**config.mk**
```make
export PLATFORM = sky130hd
export DESIGN_NAME = sker_bound
export DESIGN_NICKNAME = d
export VERILOG_FILES = /design/src/sv/sker_pkg.sv /design/src/sv/sker_bound.sv
export SDC_FILE = /design/constraint.sdc
export NUM_CORES = 1
export LEC_CHECK = 0
export BUFFER_PORTS_ARGS = -buffer_cell sky130_fd_sc_hd__buf_2
export CAP_MARGIN = 10
export CORE_ASPECT_RATIO = 1.2
export CORE_UTILIZATION = 53
export DETAILED_ROUTE_END_ITERATION = 7
export PLACE_DENSITY = 0.88
export SYNTH_ARGS = -nofsm -noshare
export SYNTH_HDL_FRONTEND = slang
export SYNTH_SLANG_ARGS = --single-unit
export TNS_END_PERCENT = 100
```
**constraint.sdc**
```tcl
create_clock -name clk -period 3.9 [get_ports clk]
set_input_delay 0.78 -clock clk [delete_from_list [all_inputs] [get_ports clk]]
set_output_delay 0.78 -clock clk [all_outputs]
set_load 0.05 [all_outputs]
```
**src/sv/sker_pkg.sv**
```systemverilog
// shared types, constants and command codes for the sorted key equal-range search
package sker_pkg;

  localparam int MAX_ROWS    = 1024;
  localparam int ROW_W       = $clog2(MAX_ROWS);
  localparam int CNT_W       = $clog2(MAX_ROWS + 1);
  localparam int KEY_W       = 32;
  localparam int FIRST_ROW_W = 10;
  localparam int MATCH_W     = 11;

  typedef enum logic [1:0] {
    CMD_CLEAR  = 2'd0,
    CMD_APPEND = 2'd1,
    CMD_QUERY  = 2'd2
  } cmd_t;

  typedef struct packed {
    logic [1:0]              cmd;
    logic signed [KEY_W-1:0] key_value;
  } in_item_t;

  typedef struct packed {
    logic                   found;
    logic [FIRST_ROW_W-1:0] first_row;
    logic [MATCH_W-1:0]     match_count;
    logic                   overflow;
  } out_item_t;

  // bound search request from the command sequencer
  typedef struct packed {
    logic start;
    logic strict;
  } bnd_req_t;

  // bound search response back to the command sequencer
  typedef struct packed {
    logic             done;
    logic [CNT_W-1:0] bound;
  } bnd_rsp_t;

endpackage

```
**src/sv/sker_bound.sv**
```systemverilog
// iterative bound search: one table read and one signed compare per step
module sker_bound import sker_pkg::*; (
  input  logic                    clk,
  input  logic                    rst_n,
  input  bnd_req_t                req,
  input  logic signed [KEY_W-1:0] key,
  input  logic [CNT_W-1:0]        row_count,
  output logic                    rd_en,
  output logic [ROW_W-1:0]        rd_addr,
  input  logic [KEY_W-1:0]        rd_data,
  output bnd_rsp_t                rsp
);

  typedef enum logic [1:0] {
    ST_IDLE,
    ST_READ,
    ST_CMP
  } state_t;

  state_t           state_r;
  logic [CNT_W-1:0] lo_r;
  logic [CNT_W-1:0] hi_r;
  logic [ROW_W-1:0] mid_r;
  logic             strict_r;
  logic             done_r;

  logic [CNT_W-1:0] span;
  logic [CNT_W-1:0] mid;
  logic             go_right;
  logic             more;

  always_comb begin
    span     = hi_r - lo_r;
    mid      = lo_r + (span >> 1);
    more     = (lo_r < hi_r);
    go_right = strict_r ? ($signed(rd_data) <= key) : ($signed(rd_data) < key);
  end

  assign rd_en   = (state_r == ST_READ) && more;
  assign rd_addr = mid[ROW_W-1:0];

  always_ff @(posedge clk) begin
    if (!rst_n) begin
      state_r  <= ST_IDLE;
      done_r   <= 1'b0;
      lo_r     <= '0;
      hi_r     <= '0;
      mid_r    <= '0;
      strict_r <= 1'b0;
    end else begin
      done_r <= 1'b0;
      unique case (state_r)
        ST_IDLE: begin
          if (req.start) begin
            lo_r     <= '0;
            hi_r     <= row_count;
            strict_r <= req.strict;
            state_r  <= ST_READ;
          end
        end
        ST_READ: begin
          if (more) begin
            mid_r   <= mid[ROW_W-1:0];
            state_r <= ST_CMP;
          end else begin
            done_r  <= 1'b1;
            state_r <= ST_IDLE;
          end
        end
        ST_CMP: begin
          if (go_right) begin
            lo_r <= CNT_W'(mid_r) + CNT_W'(1);
          end else begin
            hi_r <= CNT_W'(mid_r);
          end
          state_r <= ST_READ;
        end
        default: begin
          state_r <= ST_IDLE;
        end
      endcase
    end
  end

  assign rsp.done  = done_r;
  assign rsp.bound = lo_r;

  // the probed row always lies inside the open window
  a_mid_in_window: assert property (@(posedge clk) disable iff (!rst_n)
    (state_r == ST_CMP) |-> (CNT_W'(mid_r) >= lo_r) && (CNT_W'(mid_r) < hi_r))
    else $error("bound search probe outside window");

  // the window never inverts
  a_window_order: assert property (@(posedge clk) disable iff (!rst_n)
    (state_r != ST_IDLE) |-> (lo_r <= hi_r))
    else $error("bound search window inverted");

  // completion reports a converged window
  a_done_converged: assert property (@(posedge clk) disable iff (!rst_n)
    done_r |-> (lo_r == hi_r) && (state_r == ST_IDLE))
    else $error("bound search finished without converging");

endmodule

```
==> impl_metrics.toml <==
[floorplan]
fp-row-count = 31
ios = 102
coreArea_mm2 = 0.006051
start_util = 0.5531
fp.dieH_um = 89.05
dieArea_mm2 = 0.006638
die_x_um = 74.55

[yosys]
synth_cell_type_count = 50
yosysMostFrequentCell = "ha_1"
synthXorXnorAreaFrac = 0.06280
yosysWarnings = 0
synth-adder-area-share = 0.2101
synth_common_cells = "53 x ha_1, 52 x nand2_1, 48 x inv_1"
synth_area_per_cell_um2 = 8.007
synth_compound_area_frac = 0.1585
synthesis.nets = 552
synth_top_family_by_area = "simple AND/OR/NAND/NOR gates"
async_reset_ff_frac = 0
yosys.area.top_type = "dfxtp_1"
synth_top_area_share = 0.2153
synth.top_cells.by_area = "dfxtp_1 22%, ha_1 20%, mux2i_1 6.3%"
ys_seq_area_frac = 0.2153
synth-simple-area-share = 0.2157
syn_inst = 418
yosys-mux-area-fraction = 0.06280
synth_area_mm2 = 0.003347
synth-edff-count = 0
synth-seq-cells = 36
synthFlopType = "dfxtp_1"

[grt]
antenna_found_initial = 0
grt_pass1_vias = 3497
grt_usage = 0.2931
grt_pass1_wl_um = 14860
grt-ovfl-total = 0
grt_max_degree = 18

[clock_tree]
clock_sinks = 36
cts_made_buffers = 5
cts_root_buf = "clkbuf_8"
clkLatencyLatePin_ps = 290
clk_pin_slew_ps = 80
cts_buffer_depth = 2
ctsHoldBuffers = 0
htree_levels = 2
cts_tree = "done"

[run]
maxCapViolCount = 0

[detailed_routing]
firstDrtPassIters = 5
drt_wl_total_um = 10730
ant_nets = 0
drc = 0
wire_per_inst_um = 17.28
num_vias = 3659
via_per_inst = 5.892
drtIter0Drc = 197

[placement]
dp_cells = 600
pre_cts_ws_ps = -44.77
placed_area_mm2 = 0.004026
place_congestion = 0.9036
hpwlAfterDp_um = 7108
portBuffers = 101

[critical_path]
arrival_ps = 3440
crit_fanout = 5
crit_path_end_kind = "primary output"
crit_path_start_kind = "flip-flop"
critical_path_class = "flip-flop to primary output"
rrSetupSlack_ps = 600
critPathRequiredTime_ps = 3120

[sta]
finalSetupViolCount = 5
layout_setup_ws_ps = -316.5
drv_slew = 0
maxSlewHeadroom = 0.5159
rsz0062_at_grt = "yes"
finalHoldViolCount = 0
timing.fmax_ghz = 0.2372
period_needed_ps = 4216
clock_skew_ps = 1.804
tightest_slew_ps = 723.5
period_share = 1.081

[worst_hold_path]
hp-class = "flip-flop to flip-flop"

[power_and_ir_drop]
internal-power_mw = 0.8600
irDropWorstVdd_uv = 263.6
p_leak_nw = 2.248
swShare = 0.4253
p_seq_frac = 0.278
power_density_mw_per_mm2 = 341.0
combPwrFrac = 0.528
power.share.clock = 0.194
p_sw_mw = 0.6364

[cells_and_area]
drive_gt1_frac = 0.3358
syn2layout_area_growth_pct = 31.10
nFillCells = 448
multiInputGateArea_mm2 = 0.002569
seqCellArea_um2 = 725.7
n_antenna_cell = 0
final_cells = 621
fin_nets = 672
fin_area_mm2 = 0.004388

[status]
outcome = "complete, but fails checks"
violations = "negative setup slack"
stage by stage:
stage	TNS [ps]	hold WS (ps)	power, mW	util
after detailed placement	-44.77	450.5	1.062	0.6654
after global routing	-1330	496.7	1.556	0.7252
after global placement	0	442.7	1.045	0.6654
final	-999.7	461.7	1.496	0.7252
after CTS	-223.3	462.4	1.400	0.7020
after floorplan	-26.90	432.1	0.9098	-
worst paths after layout:
path | start | end | cells past startpoint
max | lo_r[2] | rd_addr[7] | 15
min | hi_r[10] | hi_r[10] | 2
max reg2reg | lo_r[2] | mid_r[9] | 16
min reg2reg | hi_r[10] | hi_r[10] | 2
worst max-delay path, stage by stage, from the launching register on:
cell     delay, ps
dfxtp_1        420
inv_1           80
ha_2           390
o21a_1         120
o31a_1         230
nor2_2          60
nor2_1         140
nor2_1          90
xnor2_1        140
ha_1           360
o21ai_2        100
nor2_2          80
o41ai_4        420
buf_4          190
xnor2_2        120
buf_6          180
power groups by stage:
| stage | clock network (mW) | logic (mW) | registers, mW |
|---|---|---|---|
| 2_1_floorplan | 0 | 0.494 | 0.416 |
| 3_5_place_dp | 0 | 0.641 | 0.421 |
| 3_3_place_gp | 0 | 0.625 | 0.420 |
| 5_1_grt | 0.302 | 0.836 | 0.418 |
| 6_report | 0.290 | 0.791 | 0.416 |
| 4_1_cts | 0.285 | 0.702 | 0.413 |
metal layers:
| metal | routed length, um | GRT usage |
|---|---|---|
| met1 | 3909 | 0.2997 |
| met2 | 5384 | 0.5602 |
| met3 | 1013 | 0.04397 |
| met4 | 423 | 0.1595 |
| met5 | 0 | 0 |
registers in the layout, summed over array words and instances, names as in the netlist:
signal,flops
hi_r,11
lo_r,11
mid_r,10
strict_r,1
done_r,1
state_r,2
cell families after synthesis:
group / after synthesis
muxes: 21
AOI/OAI and AO/OA: 70
buffers and inverters: 61
DFF: 36
adders and majority gates: 55
xor gates and xnor gates: 24
and+or+nand+nor: 151
cell type report:
type                            instances  area share
Tap cell                               82     0.02338
Clock buffer                            7     0.01967
Inverter                               49     0.04192
Multi-Input combinational cell        321      0.5854
Timing Repair Buffer                  125      0.1625
Clock inverter                          1    0.001711
Sequential cell                        36      0.1654
layout by cell type (no fill, tap or decap), types with 3 or more instances in the layout:
| cell type | instances |
|---|---|
| xnor2_2 | 5 |
| ha_1 | 48 |
| and3_1 | 5 |
| xor2_1 | 9 |
| xnor2_1 | 8 |
| inv_1 | 46 |
| ha_2 | 3 |
| nor2b_1 | 4 |
| nand3_1 | 15 |
| o21ai_1 | 4 |
| o21ai_0 | 3 |
| dfxtp_2 | 4 |
| buf_2 | 96 |
| nand2_1 | 50 |
| nor2_2 | 3 |
| mux2i_1 | 21 |
| buf_6 | 4 |
| clkbuf_8 | 6 |
| a311oi_2 | 9 |
| nand4_1 | 12 |
| a21oi_1 | 21 |
| nor2_1 | 31 |
| dfxtp_1 | 32 |
| nor3_1 | 14 |
| a21o_1 | 6 |
| buf_4 | 25 |
| a211o_1 | 3 |
timing repair:
item | 4_1_cts | 5_1_grt
gates resized for setup | 24 | 22
pin swaps | 16 | 15
setup endpoints to repair | 5 | 5
setup buffers | 6 | 7
gates cloned | 0 | 0
Power figures use the tool's default switching activity.
